--- src/hdl/lcsp_pkg.sv ---
`default_nettype none

package lcsp_pkg;

    // Fixed field widths
    localparam int OP_BITS       = 3;
    localparam int SLOT_BITS     = 4;
    localparam int ADDR_BITS     = 32;
    localparam int PORT_BITS     = 16;
    localparam int IN_COUNT_BITS = 20;
    localparam int STATUS_BITS   = 2;
    localparam int TOTAL_BITS    = 24;

    // Operation codes
    localparam logic [OP_BITS-1:0] OP_REGISTER   = 3'd0;
    localparam logic [OP_BITS-1:0] OP_UNREGISTER = 3'd1;
    localparam logic [OP_BITS-1:0] OP_INCREMENT  = 3'd2;
    localparam logic [OP_BITS-1:0] OP_DECREMENT  = 3'd3;
    localparam logic [OP_BITS-1:0] OP_REQUEST    = 3'd4;

    // Status codes
    localparam logic [STATUS_BITS-1:0] ST_ASSIGNED  = 2'd0;
    localparam logic [STATUS_BITS-1:0] ST_NO_SERVER = 2'd1;
    localparam logic [STATUS_BITS-1:0] ST_ALL_FULL  = 2'd2;
    localparam logic [STATUS_BITS-1:0] ST_UPDATE    = 2'd3;

    // Modes of the shared compare and total unit
    typedef enum logic [1:0] {
        ALU_SCAN,
        ALU_ADD,
        ALU_SUB
    } alu_mode_t;

    // Table port controls
    typedef struct packed {
        logic rd_en;
        logic wr_en;
        logic set_valid;
        logic clr_valid;
    } tbl_ctl_t;

endpackage

`default_nettype wire

--- src/hdl/lcsp_alu.sv ---
`default_nettype none

module lcsp_alu #(
    parameter int COUNT_BITS = 20
) (
    input  wire lcsp_pkg::alu_mode_t                mode,
    input  wire logic [COUNT_BITS-1:0]              users,
    input  wire logic [COUNT_BITS-1:0]              capacity,
    input  wire logic [COUNT_BITS-1:0]              best_users,
    input  wire logic [COUNT_BITS-1:0]              amount,
    input  wire logic [lcsp_pkg::TOTAL_BITS-1:0]    total,
    output logic                                    fits,
    output logic                                    better,
    output logic [lcsp_pkg::TOTAL_BITS-1:0]         total_next
);
    import lcsp_pkg::*;

    localparam int SUM_BITS = ((COUNT_BITS > TOTAL_BITS) ? COUNT_BITS : TOTAL_BITS) + 1;
    localparam logic [SUM_BITS-1:0] TOTAL_MAX_W =
        {{(SUM_BITS-TOTAL_BITS){1'b0}}, {TOTAL_BITS{1'b1}}};

    logic [SUM_BITS-1:0] total_w;
    logic [SUM_BITS-1:0] amount_w;
    logic [SUM_BITS-1:0] sum_w;
    logic [SUM_BITS-1:0] diff_w;

    assign total_w  = SUM_BITS'(total);
    assign amount_w = SUM_BITS'(amount);
    assign sum_w    = total_w + amount_w;
    assign diff_w   = total_w - amount_w;

    // Compare an entry against its capacity and the best so far
    assign fits   = (users < capacity);
    assign better = (users < best_users);

    // Saturate the running total at both ends
    always_comb
    begin
        unique case (mode)
            ALU_ADD:
            begin
                total_next = (sum_w > TOTAL_MAX_W) ? {TOTAL_BITS{1'b1}}
                                                   : sum_w[TOTAL_BITS-1:0];
            end
            ALU_SUB:
            begin
                total_next = (amount_w > total_w) ? {TOTAL_BITS{1'b0}}
                                                  : diff_w[TOTAL_BITS-1:0];
            end
            default:
            begin
                total_next = total;
            end
        endcase
    end

endmodule

`default_nettype wire

--- src/hdl/lcsp_table.sv ---
`default_nettype none

module lcsp_table #(
    parameter int DEPTH  = 16,
    parameter int ADDR_W = 4,
    parameter int DATA_W = 88
) (
    input  wire                       clk,
    input  wire                       rst_n,
    input  wire lcsp_pkg::tbl_ctl_t   ctl,
    input  wire logic [ADDR_W-1:0]    rd_addr,
    input  wire logic [ADDR_W-1:0]    wr_addr,
    input  wire logic [DATA_W-1:0]    wr_data,
    output logic [DATA_W-1:0]         rd_data,
    output logic                      rd_valid
);
    import lcsp_pkg::*;

    logic [DATA_W-1:0] mem [DEPTH];
    logic [DATA_W-1:0] rd_data_reg;
    logic [DEPTH-1:0]  valid_reg;
    logic              rd_valid_reg;

    // Write and read the entry storage
    always_ff @(posedge clk)
    begin
        if (ctl.wr_en)
        begin
            mem[wr_addr] <= wr_data;
        end
        if (ctl.rd_en)
        begin
            rd_data_reg <= mem[rd_addr];
        end
    end

    // Hold one valid bit per slot, cleared by reset
    always_ff @(posedge clk or negedge rst_n)
    begin
        if (!rst_n)
        begin
            valid_reg    <= '0;
            rd_valid_reg <= 1'b0;
        end
        else
        begin
            if (ctl.set_valid)
            begin
                valid_reg[wr_addr] <= 1'b1;
            end
            else if (ctl.clr_valid)
            begin
                valid_reg[wr_addr] <= 1'b0;
            end
            if (ctl.rd_en)
            begin
                rd_valid_reg <= valid_reg[rd_addr];
            end
        end
    end

    assign rd_data  = rd_data_reg;
    assign rd_valid = rd_valid_reg;

endmodule

`default_nettype wire

--- src/hdl/least_connections_server_picker.sv ---
// Request: the SCAN state reads one table entry per cycle, then SCAN_TAIL and DONE give the result.
// Register, unregister, increment, decrement: read slot, apply, deliver.
// Undefined operation codes go straight to deliver. A new item is taken the cycle after the result
// is loaded; the result register lets the next item start while a result waits.
// Reset clears all valid bits, the user total, the sequencer and the result valid;
// entry contents stay undefined until registered.
`default_nettype none

module least_connections_server_picker #(
    parameter int SERVER_SLOTS = 16,
    parameter int COUNT_BITS   = 20
) (
    input  wire                                       clk,
    input  wire                                       rst_n,
    input  wire                                       req_valid,
    output logic                                      req_stall,
    input  wire logic [lcsp_pkg::OP_BITS-1:0]         operation,
    input  wire logic [lcsp_pkg::SLOT_BITS-1:0]       slot,
    input  wire logic [lcsp_pkg::ADDR_BITS-1:0]       server_address,
    input  wire logic [lcsp_pkg::PORT_BITS-1:0]       server_port,
    input  wire logic [lcsp_pkg::IN_COUNT_BITS-1:0]   capacity,
    input  wire logic [lcsp_pkg::IN_COUNT_BITS-1:0]   initial_users,
    output logic                                      rsp_valid,
    input  wire                                       rsp_stall,
    output logic [lcsp_pkg::STATUS_BITS-1:0]          status,
    output logic [lcsp_pkg::SLOT_BITS-1:0]            chosen_slot,
    output logic [lcsp_pkg::ADDR_BITS-1:0]            chosen_address,
    output logic [lcsp_pkg::PORT_BITS-1:0]            chosen_port,
    output logic [lcsp_pkg::TOTAL_BITS-1:0]           total_users
);
    import lcsp_pkg::*;

    localparam int IDX_BITS   = (SERVER_SLOTS > 1) ? $clog2(SERVER_SLOTS) : 1;
    localparam int ENTRY_BITS = ADDR_BITS + PORT_BITS + 2 * COUNT_BITS;
    localparam logic [IDX_BITS-1:0]   LAST_IDX  = IDX_BITS'(SERVER_SLOTS - 1);
    localparam logic [COUNT_BITS-1:0] COUNT_MAX = {COUNT_BITS{1'b1}};
    localparam logic [COUNT_BITS-1:0] COUNT_ONE = COUNT_BITS'(1);

    typedef enum logic [2:0] {
        IDLE,
        SCAN,
        SCAN_TAIL,
        READ,
        APPLY,
        DONE
    } state_t;

    state_t                  state_reg, state_next;
    logic [OP_BITS-1:0]      op_reg, op_next;
    logic [IDX_BITS-1:0]     slot_reg, slot_next;
    logic [ADDR_BITS-1:0]    addr_in_reg, addr_in_next;
    logic [PORT_BITS-1:0]    port_in_reg, port_in_next;
    logic [COUNT_BITS-1:0]   cap_in_reg, cap_in_next;
    logic [COUNT_BITS-1:0]   init_in_reg, init_in_next;
    logic [IDX_BITS-1:0]     scan_idx_reg, scan_idx_next;
    logic                    eval_vld_reg, eval_vld_next;
    logic [IDX_BITS-1:0]     eval_idx_reg, eval_idx_next;
    logic                    any_reg, any_next;
    logic                    found_reg, found_next;
    logic [IDX_BITS-1:0]     best_slot_reg, best_slot_next;
    logic [COUNT_BITS-1:0]   best_users_reg, best_users_next;
    logic [ADDR_BITS-1:0]    best_addr_reg, best_addr_next;
    logic [PORT_BITS-1:0]    best_port_reg, best_port_next;
    logic [STATUS_BITS-1:0]  res_status_reg, res_status_next;
    logic [TOTAL_BITS-1:0]   total_reg, total_next;
    logic                    rsp_valid_reg, rsp_valid_next;
    logic [STATUS_BITS-1:0]  rsp_status_reg, rsp_status_next;
    logic [SLOT_BITS-1:0]    rsp_slot_reg, rsp_slot_next;
    logic [ADDR_BITS-1:0]    rsp_addr_reg, rsp_addr_next;
    logic [PORT_BITS-1:0]    rsp_port_reg, rsp_port_next;
    logic [TOTAL_BITS-1:0]   rsp_total_reg, rsp_total_next;

    tbl_ctl_t                tbl_ctl;
    logic [IDX_BITS-1:0]     tbl_rd_addr;
    logic [ENTRY_BITS-1:0]   tbl_wr_data;
    logic [ENTRY_BITS-1:0]   tbl_rd_data;
    logic                    tbl_rd_valid;

    logic [ADDR_BITS-1:0]    ent_addr;
    logic [PORT_BITS-1:0]    ent_port;
    logic [COUNT_BITS-1:0]   ent_cap;
    logic [COUNT_BITS-1:0]   ent_users;

    alu_mode_t               alu_mode;
    logic [COUNT_BITS-1:0]   alu_amount;
    logic                    alu_fits;
    logic                    alu_better;
    logic [TOTAL_BITS-1:0]   alu_total;

    logic                    accept;
    logic                    in_table;
    logic                    out_free;
    logic                    hit;
    logic                    win;
    logic [31:0]             cap_wide;
    logic [31:0]             init_wide;
    logic [31:0]             max_wide;
    logic [COUNT_BITS-1:0]   cap_sat;
    logic [COUNT_BITS-1:0]   init_sat;

    assign req_stall = (state_reg != IDLE);
    assign accept    = req_valid && !req_stall;
    assign in_table  = (32'(slot) < SERVER_SLOTS);
    assign out_free  = !rsp_valid_reg || !rsp_stall;

    // Clamp capacity and initial users to the count range
    assign cap_wide  = 32'(capacity);
    assign init_wide = 32'(initial_users);
    assign max_wide  = 32'(COUNT_MAX);
    assign cap_sat   = (cap_wide > max_wide) ? COUNT_MAX : COUNT_BITS'(cap_wide);
    assign init_sat  = (init_wide > max_wide) ? COUNT_MAX : COUNT_BITS'(init_wide);

    assign {ent_addr, ent_port, ent_cap, ent_users} = tbl_rd_data;

    lcsp_table #(
        .DEPTH  (SERVER_SLOTS),
        .ADDR_W (IDX_BITS),
        .DATA_W (ENTRY_BITS)
    ) u_table (
        .clk      (clk),
        .rst_n    (rst_n),
        .ctl      (tbl_ctl),
        .rd_addr  (tbl_rd_addr),
        .wr_addr  (slot_reg),
        .wr_data  (tbl_wr_data),
        .rd_data  (tbl_rd_data),
        .rd_valid (tbl_rd_valid)
    );

    lcsp_alu #(
        .COUNT_BITS (COUNT_BITS)
    ) u_alu (
        .mode       (alu_mode),
        .users      (ent_users),
        .capacity   (ent_cap),
        .best_users (best_users_reg),
        .amount     (alu_amount),
        .total      (total_reg),
        .fits       (alu_fits),
        .better     (alu_better),
        .total_next (alu_total)
    );

    // Judge the entry read in the previous scan cycle
    assign hit = eval_vld_reg && tbl_rd_valid;
    assign win = hit && alu_fits && (!found_reg || alu_better);

    // Sequence one item at a time
    always_comb
    begin
        state_next      = state_reg;
        op_next         = op_reg;
        slot_next       = slot_reg;
        addr_in_next    = addr_in_reg;
        port_in_next    = port_in_reg;
        cap_in_next     = cap_in_reg;
        init_in_next    = init_in_reg;
        scan_idx_next   = scan_idx_reg;
        eval_vld_next   = 1'b0;
        eval_idx_next   = eval_idx_reg;
        any_next        = any_reg;
        found_next      = found_reg;
        best_slot_next  = best_slot_reg;
        best_users_next = best_users_reg;
        best_addr_next  = best_addr_reg;
        best_port_next  = best_port_reg;
        res_status_next = res_status_reg;
        total_next      = total_reg;
        rsp_valid_next  = rsp_valid_reg && rsp_stall;
        rsp_status_next = rsp_status_reg;
        rsp_slot_next   = rsp_slot_reg;
        rsp_addr_next   = rsp_addr_reg;
        rsp_port_next   = rsp_port_reg;
        rsp_total_next  = rsp_total_reg;
        tbl_ctl         = '0;
        tbl_rd_addr     = slot_reg;
        tbl_wr_data     = {addr_in_reg, port_in_reg, cap_in_reg, init_in_reg};
        alu_mode        = ALU_SCAN;
        alu_amount      = COUNT_ONE;

        // Fold a scanned entry into the running best
        if (hit)
        begin
            any_next = 1'b1;
        end
        if (win)
        begin
            found_next      = 1'b1;
            best_slot_next  = eval_idx_reg;
            best_users_next = ent_users;
            best_addr_next  = ent_addr;
            best_port_next  = ent_port;
        end

        unique case (state_reg)
            IDLE:
            begin
                if (accept)
                begin
                    op_next         = operation;
                    slot_next       = IDX_BITS'(slot);
                    addr_in_next    = server_address;
                    port_in_next    = server_port;
                    cap_in_next     = cap_sat;
                    init_in_next    = init_sat;
                    scan_idx_next   = '0;
                    any_next        = 1'b0;
                    found_next      = 1'b0;
                    res_status_next = ST_UPDATE;
                    if (operation == OP_REQUEST)
                    begin
                        state_next = SCAN;
                    end
                    else if (in_table && (operation < OP_REQUEST))
                    begin
                        state_next = READ;
                    end
                    else
                    begin
                        state_next = DONE;
                    end
                end
            end
            SCAN:
            begin
                tbl_ctl.rd_en = 1'b1;
                tbl_rd_addr   = scan_idx_reg;
                eval_vld_next = 1'b1;
                eval_idx_next = scan_idx_reg;
                if (scan_idx_reg == LAST_IDX)
                begin
                    state_next = SCAN_TAIL;
                end
                else
                begin
                    scan_idx_next = scan_idx_reg + IDX_BITS'(1);
                end
            end
            SCAN_TAIL:
            begin
                priority if (!any_next)
                begin
                    res_status_next = ST_NO_SERVER;
                end
                else if (!found_next)
                begin
                    res_status_next = ST_ALL_FULL;
                end
                else
                begin
                    res_status_next = ST_ASSIGNED;
                end
                state_next = DONE;
            end
            READ:
            begin
                tbl_ctl.rd_en = 1'b1;
                state_next    = APPLY;
            end
            APPLY:
            begin
                unique case (op_reg)
                    OP_REGISTER:
                    begin
                        if (!tbl_rd_valid)
                        begin
                            tbl_ctl.wr_en     = 1'b1;
                            tbl_ctl.set_valid = 1'b1;
                            alu_mode          = ALU_ADD;
                            alu_amount        = init_in_reg;
                            total_next        = alu_total;
                        end
                    end
                    OP_UNREGISTER:
                    begin
                        if (tbl_rd_valid)
                        begin
                            tbl_ctl.clr_valid = 1'b1;
                            alu_mode          = ALU_SUB;
                            alu_amount        = ent_users;
                            total_next        = alu_total;
                        end
                    end
                    OP_INCREMENT:
                    begin
                        tbl_wr_data = {ent_addr, ent_port, ent_cap, ent_users + COUNT_ONE};
                        if (tbl_rd_valid && (ent_users != COUNT_MAX))
                        begin
                            tbl_ctl.wr_en = 1'b1;
                            alu_mode      = ALU_ADD;
                            total_next    = alu_total;
                        end
                    end
                    OP_DECREMENT:
                    begin
                        tbl_wr_data = {ent_addr, ent_port, ent_cap, ent_users - COUNT_ONE};
                        if (tbl_rd_valid && (ent_users != '0))
                        begin
                            tbl_ctl.wr_en = 1'b1;
                            alu_mode      = ALU_SUB;
                            total_next    = alu_total;
                        end
                    end
                    default:
                    begin
                        total_next = total_reg;
                    end
                endcase
                state_next = DONE;
            end
            DONE:
            begin
                if (out_free)
                begin
                    rsp_valid_next  = 1'b1;
                    rsp_status_next = res_status_reg;
                    rsp_total_next  = total_reg;
                    if (res_status_reg == ST_ASSIGNED)
                    begin
                        rsp_slot_next = SLOT_BITS'(best_slot_reg);
                        rsp_addr_next = best_addr_reg;
                        rsp_port_next = best_port_reg;
                    end
                    else
                    begin
                        rsp_slot_next = '0;
                        rsp_addr_next = '0;
                        rsp_port_next = '0;
                    end
                    state_next = IDLE;
                end
            end
            default:
            begin
                state_next = IDLE;
            end
        endcase
    end

    // Hold state, item, scan progress, total and result
    always_ff @(posedge clk or negedge rst_n)
    begin
        if (!rst_n)
        begin
            state_reg      <= IDLE;
            op_reg         <= '0;
            slot_reg       <= '0;
            addr_in_reg    <= '0;
            port_in_reg    <= '0;
            cap_in_reg     <= '0;
            init_in_reg    <= '0;
            scan_idx_reg   <= '0;
            eval_vld_reg   <= 1'b0;
            eval_idx_reg   <= '0;
            any_reg        <= 1'b0;
            found_reg      <= 1'b0;
            best_slot_reg  <= '0;
            best_users_reg <= '0;
            best_addr_reg  <= '0;
            best_port_reg  <= '0;
            res_status_reg <= ST_UPDATE;
            total_reg      <= '0;
            rsp_valid_reg  <= 1'b0;
            rsp_status_reg <= ST_UPDATE;
            rsp_slot_reg   <= '0;
            rsp_addr_reg   <= '0;
            rsp_port_reg   <= '0;
            rsp_total_reg  <= '0;
        end
        else
        begin
            state_reg      <= state_next;
            op_reg         <= op_next;
            slot_reg       <= slot_next;
            addr_in_reg    <= addr_in_next;
            port_in_reg    <= port_in_next;
            cap_in_reg     <= cap_in_next;
            init_in_reg    <= init_in_next;
            scan_idx_reg   <= scan_idx_next;
            eval_vld_reg   <= eval_vld_next;
            eval_idx_reg   <= eval_idx_next;
            any_reg        <= any_next;
            found_reg      <= found_next;
            best_slot_reg  <= best_slot_next;
            best_users_reg <= best_users_next;
            best_addr_reg  <= best_addr_next;
            best_port_reg  <= best_port_next;
            res_status_reg <= res_status_next;
            total_reg      <= total_next;
            rsp_valid_reg  <= rsp_valid_next;
            rsp_status_reg <= rsp_status_next;
            rsp_slot_reg   <= rsp_slot_next;
            rsp_addr_reg   <= rsp_addr_next;
            rsp_port_reg   <= rsp_port_next;
            rsp_total_reg  <= rsp_total_next;
        end
    end

    assign rsp_valid      = rsp_valid_reg;
    assign status         = rsp_status_reg;
    assign chosen_slot    = rsp_slot_reg;
    assign chosen_address = rsp_addr_reg;
    assign chosen_port    = rsp_port_reg;
    assign total_users    = rsp_total_reg;

    // Scan walks the table one slot per cycle
    a_scan_step: assert property (@(posedge clk) disable iff (!rst_n)
        (state_reg == SCAN) && (scan_idx_reg != LAST_IDX) |=>
            (scan_idx_reg == $past(scan_idx_reg) + IDX_BITS'(1)))
        else $error("scan index did not advance by one");

    // Only the apply step moves the user total
    a_total_hold: assert property (@(posedge clk) disable iff (!rst_n)
        (state_reg != APPLY) |=> $stable(total_reg))
        else $error("user total changed outside apply");

    // A server is assigned only for a request
    a_assign_req: assert property (@(posedge clk) disable iff (!rst_n)
        (state_reg == DONE) && (res_status_reg == ST_ASSIGNED) |->
            (op_reg == OP_REQUEST))
        else $error("server assigned for a non-request item");

    // Results without an assignment carry zero choice fields
    a_zero_choice: assert property (@(posedge clk) disable iff (!rst_n)
        rsp_valid_reg && (rsp_status_reg != ST_ASSIGNED) |->
            (rsp_slot_reg == '0) && (rsp_addr_reg == '0) && (rsp_port_reg == '0))
        else $error("choice fields set without an assignment");

endmodule

`default_nettype wire

--- config.mk ---
export PLATFORM = sky130hd
export DESIGN_NAME = least_connections_server_picker
export DESIGN_NICKNAME = d
export VERILOG_FILES = /design/src/hdl/lcsp_pkg.sv /design/src/hdl/lcsp_alu.sv /design/src/hdl/lcsp_table.sv /design/src/hdl/least_connections_server_picker.sv
export SDC_FILE = /design/constraint.sdc
export NUM_CORES = 2
export LEC_CHECK = 0
export ABC_AREA = 1
export BUFFER_PORTS_ARGS = -buffer_cell sky130_fd_sc_hd__buf_2
export CORE_MARGIN = 4
export CORE_UTILIZATION = 50
export CTS_BUF_LIST = sky130_fd_sc_hd__clkbuf_16
export CTS_CLUSTER_DIAMETER = 30
export DETAILED_ROUTE_END_ITERATION = 10
export PLACE_DENSITY_LB_ADDON = 0.2
export SYNTH_ARGS = -nofsm -noshare
export SYNTH_HDL_FRONTEND = slang
export SYNTH_SLANG_ARGS = --single-unit
--- constraint.sdc ---
create_clock -name clk -period 12.3 [get_ports clk]
set_input_delay 1.23 -clock clk [delete_from_list [all_inputs] [get_ports clk]]
set_output_delay 1.23 -clock clk [all_outputs]
set_load 0.02 [all_outputs]
# Word-level counts from Yosys, hierarchy flattened

Memory sizes are Yosys's and may differ from the RTL's. A register that Yosys moved wholly into a read port is not among the register bits.
Index checks and enable logic that the tools add are counted.

Input bits: 99
Output and inout port bits: 80
Logic and storage cells: 162
RAM bits: 1408
Register bits after elaboration: 303
Memories kept: 1

Memories:

| memory      | words | bits a word | read ports | clocked after Yosys merged registers in | write ports | line             | text |
|---|---|---|---|---|---|---|---|
| u_table.mem | 16    | 88          | 1          | 1                                       | 1           | lcsp_table.sv:19 | `logic [DATA_W-1:0] mem [DEPTH];` |

Eq/ne operators: 21
Order comparisons: 10
Bitwise logic cells: 3
Add/subtract/negate cells: 5
Multiplexer cells: 65
Reductions and logical operators: 31

Operators with widths:

| cell                  | number |
|---|---|
| $pmux 88 s2           | 1 |
| $mux 24               | 6 |
| $mux 20               | 5 |
| $pmux 24 s4           | 1 |
| $mux 88               | 1 |
| $mux 16               | 3 |
| $pmux 24 s2           | 1 |
| $gt 20x20->1 const B  | 2 |
| $lt 20x20->1          | 2 |
| $pmux 20 s2           | 1 |
| $mux 32               | 1 |
| $add 24x20->25        | 1 |
| $gt 25x24->1 const B  | 1 |
| $gt 20x24->1          | 1 |
| $sub 24x20->24        | 1 |
| $mux 1                | 21 |
| $add 20x1->20 const B | 1 |
| $ne 20x20->1 const B  | 1 |
| $reduce_bool 20->1    | 1 |
| $sub 20x1->20 const B | 1 |
| $mux 3                | 6 |
| $and 16x16->16        | 1 |
| $mux 4                | 4 |
| $not 16->16           | 1 |
| 33 further kinds      | 70 |

# Longest topological paths before layout

Depth after elaboration: 9
Mapped depth: 24
Gate-level depth less buffers: 22

# By module

From an unflattened synthesis, not the netlist that was laid out.

Cells, all modules: 7151
Area, all modules: 77605.7 sq um

By module, submodules not included:

| module                          | cells each | area each (sq um) | instances |
|---|---|---|---|
| lcsp_table                      | 4342       | 58768.9           | 1 |
| least_connections_server_picker | 1824       | 13849.5           | 1 |
| lcsp_alu                        | 985        | 4987.3            | 1 |

# Least setup slack after synthesis

Ideal clock, no wire load.

Path type: reg2reg
From: register op_reg[2]
To: memory u_table.mem[2][0], enable pin
Arrival time: 7959 ps
Slack: 3699 ps
Path buffers: 1
Cell stages (with the launch flop): 9
Setup time: 642 ps
Data required time: 11658 ps
Cells stage by stage: dfrtp_1 -> inv_1 -> nand2_1 -> nor2_1 -> nand3_1 -> nand3_1 -> nand2_1 -> clkbuf_1 -> nor3_1

Cells in the longest elaborated chain, start to end: 5
Elaborated cells on any way between the ends: 7
Those cells by class: 2 x eq/ne; 4 x mux; 1 x reduce/logical

RTL lines:

| what                                          | line                                   | text |
|---|---|---|
| start: declaration                            | least_connections_server_picker.sv:49  | `logic [OP_BITS-1:0] op_reg, op_next;` |
| start signal: assignment                      | least_connections_server_picker.sv:373 | `op_reg <= op_next;` |
| $eq 3x2->1 or $logic_not 3->1 (tied branches) | least_connections_server_picker.sv:262 | `unique case (op_reg)` |
| $pmux 1 s3 *                                  | least_connections_server_picker.sv:262 |  |
| $mux 3 *                                      | least_connections_server_picker.sv:195 | `unique case (state_reg)` |
| $mux 1 *                                      | lcsp_table.sv:27                       | `if (ctl.wr_en)` |
| $mux 1 (not written as such) *                | lcsp_table.sv:29                       | `mem[wr_addr] <= wr_data;` |
| end: declaration                              | lcsp_table.sv:19                       |  |

Mark *: on every way between the ends. The rest lies on a longest branch, timed or not.

# Final worst setup path

From: register state_reg[1]
To: memory u_table.mem[6][25], enable pin

Cells in the longest elaborated chain, start to end: 4

RTL lines:

| what                         | line                                   | text |
|---|---|---|
| start: declaration           | least_connections_server_picker.sv:48  | `state_t state_reg, state_next;` |
| start signal: assignment     | least_connections_server_picker.sv:372 | `state_reg <= state_next;` |
| $eq 3x3->1                   | least_connections_server_picker.sv:195 |  |
| $mux 3                       | least_connections_server_picker.sv:195 |  |
| $mux 1                       | lcsp_table.sv:27                       |  |
| $mux 1 (not written as such) | lcsp_table.sv:29                       |  |

No other way between the ends.

==> flow_summary_export.csv <==
group,metric,value,unit
critical_path,path_cells,"inv_2, nand2_1, nor2_2, nand2_1, nor3_2, buf_4, buf_4",
die,die_w,400,um
layout,nets,7399,
logic_synthesis,synth_warnings,0,
critical_path,path_class,"flop to flop",
timing,setup_tns,0,ns
logic_synthesis,synth-seq-area-share,68.4,%
power,powerDensity,293,nW/um2
timing,worstMarginPinSlew,1.30,ns
critical_path,critPathArrivalTime,5.38,ns
grt,grt_pass1_wl,339000,um
critical_path,crit_path_max_incr_delay,0.89,ns
clocking,cts_inserted_buffers,385,
clocking,hold_buffers,0,
logic_synthesis,asyncSetResetFlopFracSynth,16.8,%
timing,report.final.slew_viol_count,0,
die,num_rows,143,
critical_path,critPathLaunchType,"flop",
die,core-area,152000,um2
clocking,clk_pin_slew,0.05,ns
logic_synthesis,syn-num-nets,7139,
drt,vias,55465,
critical_path,critPathTopFamily,"simple AND/OR/NAND/NOR gates",
clocking,cts_tree,"done",
grt,track_usage,28.3,%
timing,post-route-min-period,4.88,ns
power,finalPower,27100,uW
clocking,clk_latency,0.94,ns
die,die_h,400,um
grt,first_global_vias,53412,
logic_synthesis,synth_ff_type,"edfxtp_1",
grt,antenna_found_initial,1,
logic_synthesis,ys_top_cells_by_area,"edfxtp_1, dfrtp_1, nand2_1",
clocking,htree_levels,5,
drt,drt_iter0_drc,6049,
timing,fmax,205,MHz
die,start_util,50.4,%
layout,largest_reg_flops,1408,
drt,drcViolationCount,0,
layout,drive_above_1_share,12.6,%
timing,finalSetupViolations,0,
die,num_io_pins,179,
logic_synthesis,yosys.cell_types.count,46,
job,drv_cap,0,
placed_design,place_congestion,1.00,
clocking,root_buffer,"clkbuf_16",
clocking,clock_path_buffers,4,
die,dieArea,160000,um2
critical_path,required,12.80,ns
logic_synthesis,ys_seq_elements,1799,
drt,routed_via_density,5.81,
critical_path,worst_path_max_delay_cell,"buf_4",
drt,drt-wirelength-per-cell,24.0,um
clocking,cts_resized,0,
placed_design,dp_hpwl,116000,um
power,p_leak,0.0362,uW
drt,detail-route-antenna-nets,0,
timing,finClkSkew,0.0939,ns
clocking,cts_setup_buffers,0,
timing,grt_setup_unrepaired,"false",
timing,final_hold_viol_count,0,
logic_synthesis,yosysTopAreaCell,"edfxtp_1",
timing,min_period_over_period,39.6,%
grt,grt_max_degree,214,
critical_path,path_max_fanout,45,
logic_synthesis,syn_area,76700,um2
placed_design,portBuffers,178,
critical_path,end_kind,"flop",
timing,relSlewSlack,13.5,%
power,ir_drop,265,uV
logic_synthesis,synth.top_cell.area_share,58.5,%
status,status,"completed",
critical_path,critPathBufInv,3,
min_path,hold_class,"input port to async pin",
drt,wl,229000,um
clocking,clock-sinks,1799,
layout,fillers,11941,
logic_synthesis,syn_area_per_cell,11.1,um2
grt,overflow,0,
drt,first_pass_iters,6,
logic_synthesis,synth_edf_count,1496,
logic_synthesis,synthCells,6939,
layout,area_growth,20.4,%
[worst paths after layout]
path	start	to	cells after the start	slack (ns)
min in group clk	total_users[18]	total_users[18]	2	0.46
hold / removal	rst_n	chosen_slot[1]	1	0.39
setup / recovery	state_reg[1]	u_table.mem[6][25]	7	7.42
max in group asynchronous	rst_n	chosen_slot[3]	3	9.71
hold reg to reg	total_users[18]	total_users[18]	2	0.46
setup reg to reg	state_reg[1]	u_table.mem[6][25]	7	7.42
[routing by layer]
metal	share of wire, %	global-route usage, %	vias to the layer above
met5	0	0	-
met4	3.0	9.66	0
met3	8.5	5.14	429
met2	47	44.9	2709
met1	42	39.6	27276
li1	-	-	25051
[cell families after synthesis]
family                   share of synthesized area (%)
adder cells (fa/ha/maj)                           1.68
AND/OR/NAND/NOR                                   14.6
AO/OA/AOI/OAI                                     10.8
flip-flops                                        68.4
buffers and inverters                             4.19
XOR/XNOR                                         0.274
[synthesized netlist by cell type (3+ instances only)]
master	n
edfxtp_1	1496
nand2_1	1280
nor2_1	1091
o21ai_0	839
nand3_1	359
inv_1	342
dfrtp_1	299
o211ai_1	213
clkbuf_1	186
buf_2	167
o21ai_1	138
o221ai_1	126
ha_1	98
a21oi_1	89
nor3_1	35
nand4_1	34
buf_4	26
xor2_1	22
clkbuf_2	19
o21bai_1	11
o22ai_1	10
inv_2	9
buf_1	5
nand2_2	5
a21o_1	4
buf_6	4
dfstp_2	4
a22oi_1	3
fa_1	3
[power breakdown]
group          total [uW]  switching, uW  leakage, uW  internal [uW]
Sequential           8480            423       0.0176           8060
Combinational        8380           6230       0.0121           2150
Clock               10300           3290      0.00644           6970
Total               27100           9950       0.0362          17200
[cells in the final DEF (no fill, tap or decap), types with 26 or more instances in the layout]
master,n
buf_4,90
inv_1,381
o221ai_1,126
nand3_1,359
edfxtp_1,1496
o21ai_1,138
clkinv_1,43
nor2_1,1087
o211ai_1,213
nand2_1,1277
dfrtp_1,299
clkinv_4,26
clkinv_2,64
o21ai_0,839
clkinvlp_4,45
nand4_1,34
clkbuf_16,393
inv_6,27
buf_2,177
bufinv_16,57
ha_1,98
a21oi_1,89
[worst register-to-register path, delay by kind of cell, from the launching register on]
family	cells	cell delay (ns)
buf+inv	3	1.91
flops	1	0.46
simple gates	4	2.06
[area by class of cell]
cell class	instances	area (um2)	share of cell area, %
antenna	2	5.00	0.00541
clock buffer	393	9830	10.6
clock inverter	304	3190	3.45
inverter	353	1360	1.47
multi-input combinational	4380	21200	22.9
sequential	1799	52500	56.8
tap	2030	2540	2.75
timing repair buffer	280	1820	1.97
[metrics by stage]
step                hold WS, ns  util [%]  area (um2)  cells  worst slack (ns)
floorplan                 0.442         -       76700   6939              3.70
CTS                       0.376      60.7       92400   9539              7.41
detailed placement        0.455      52.1       79400   8842              7.47
finish                    0.393      60.7       92400   9541              7.42
global route              0.438      60.7       92400   9539              7.19
global placement          0.452      52.1       79400   8842              7.55
(Power assumes the default switching activity.)
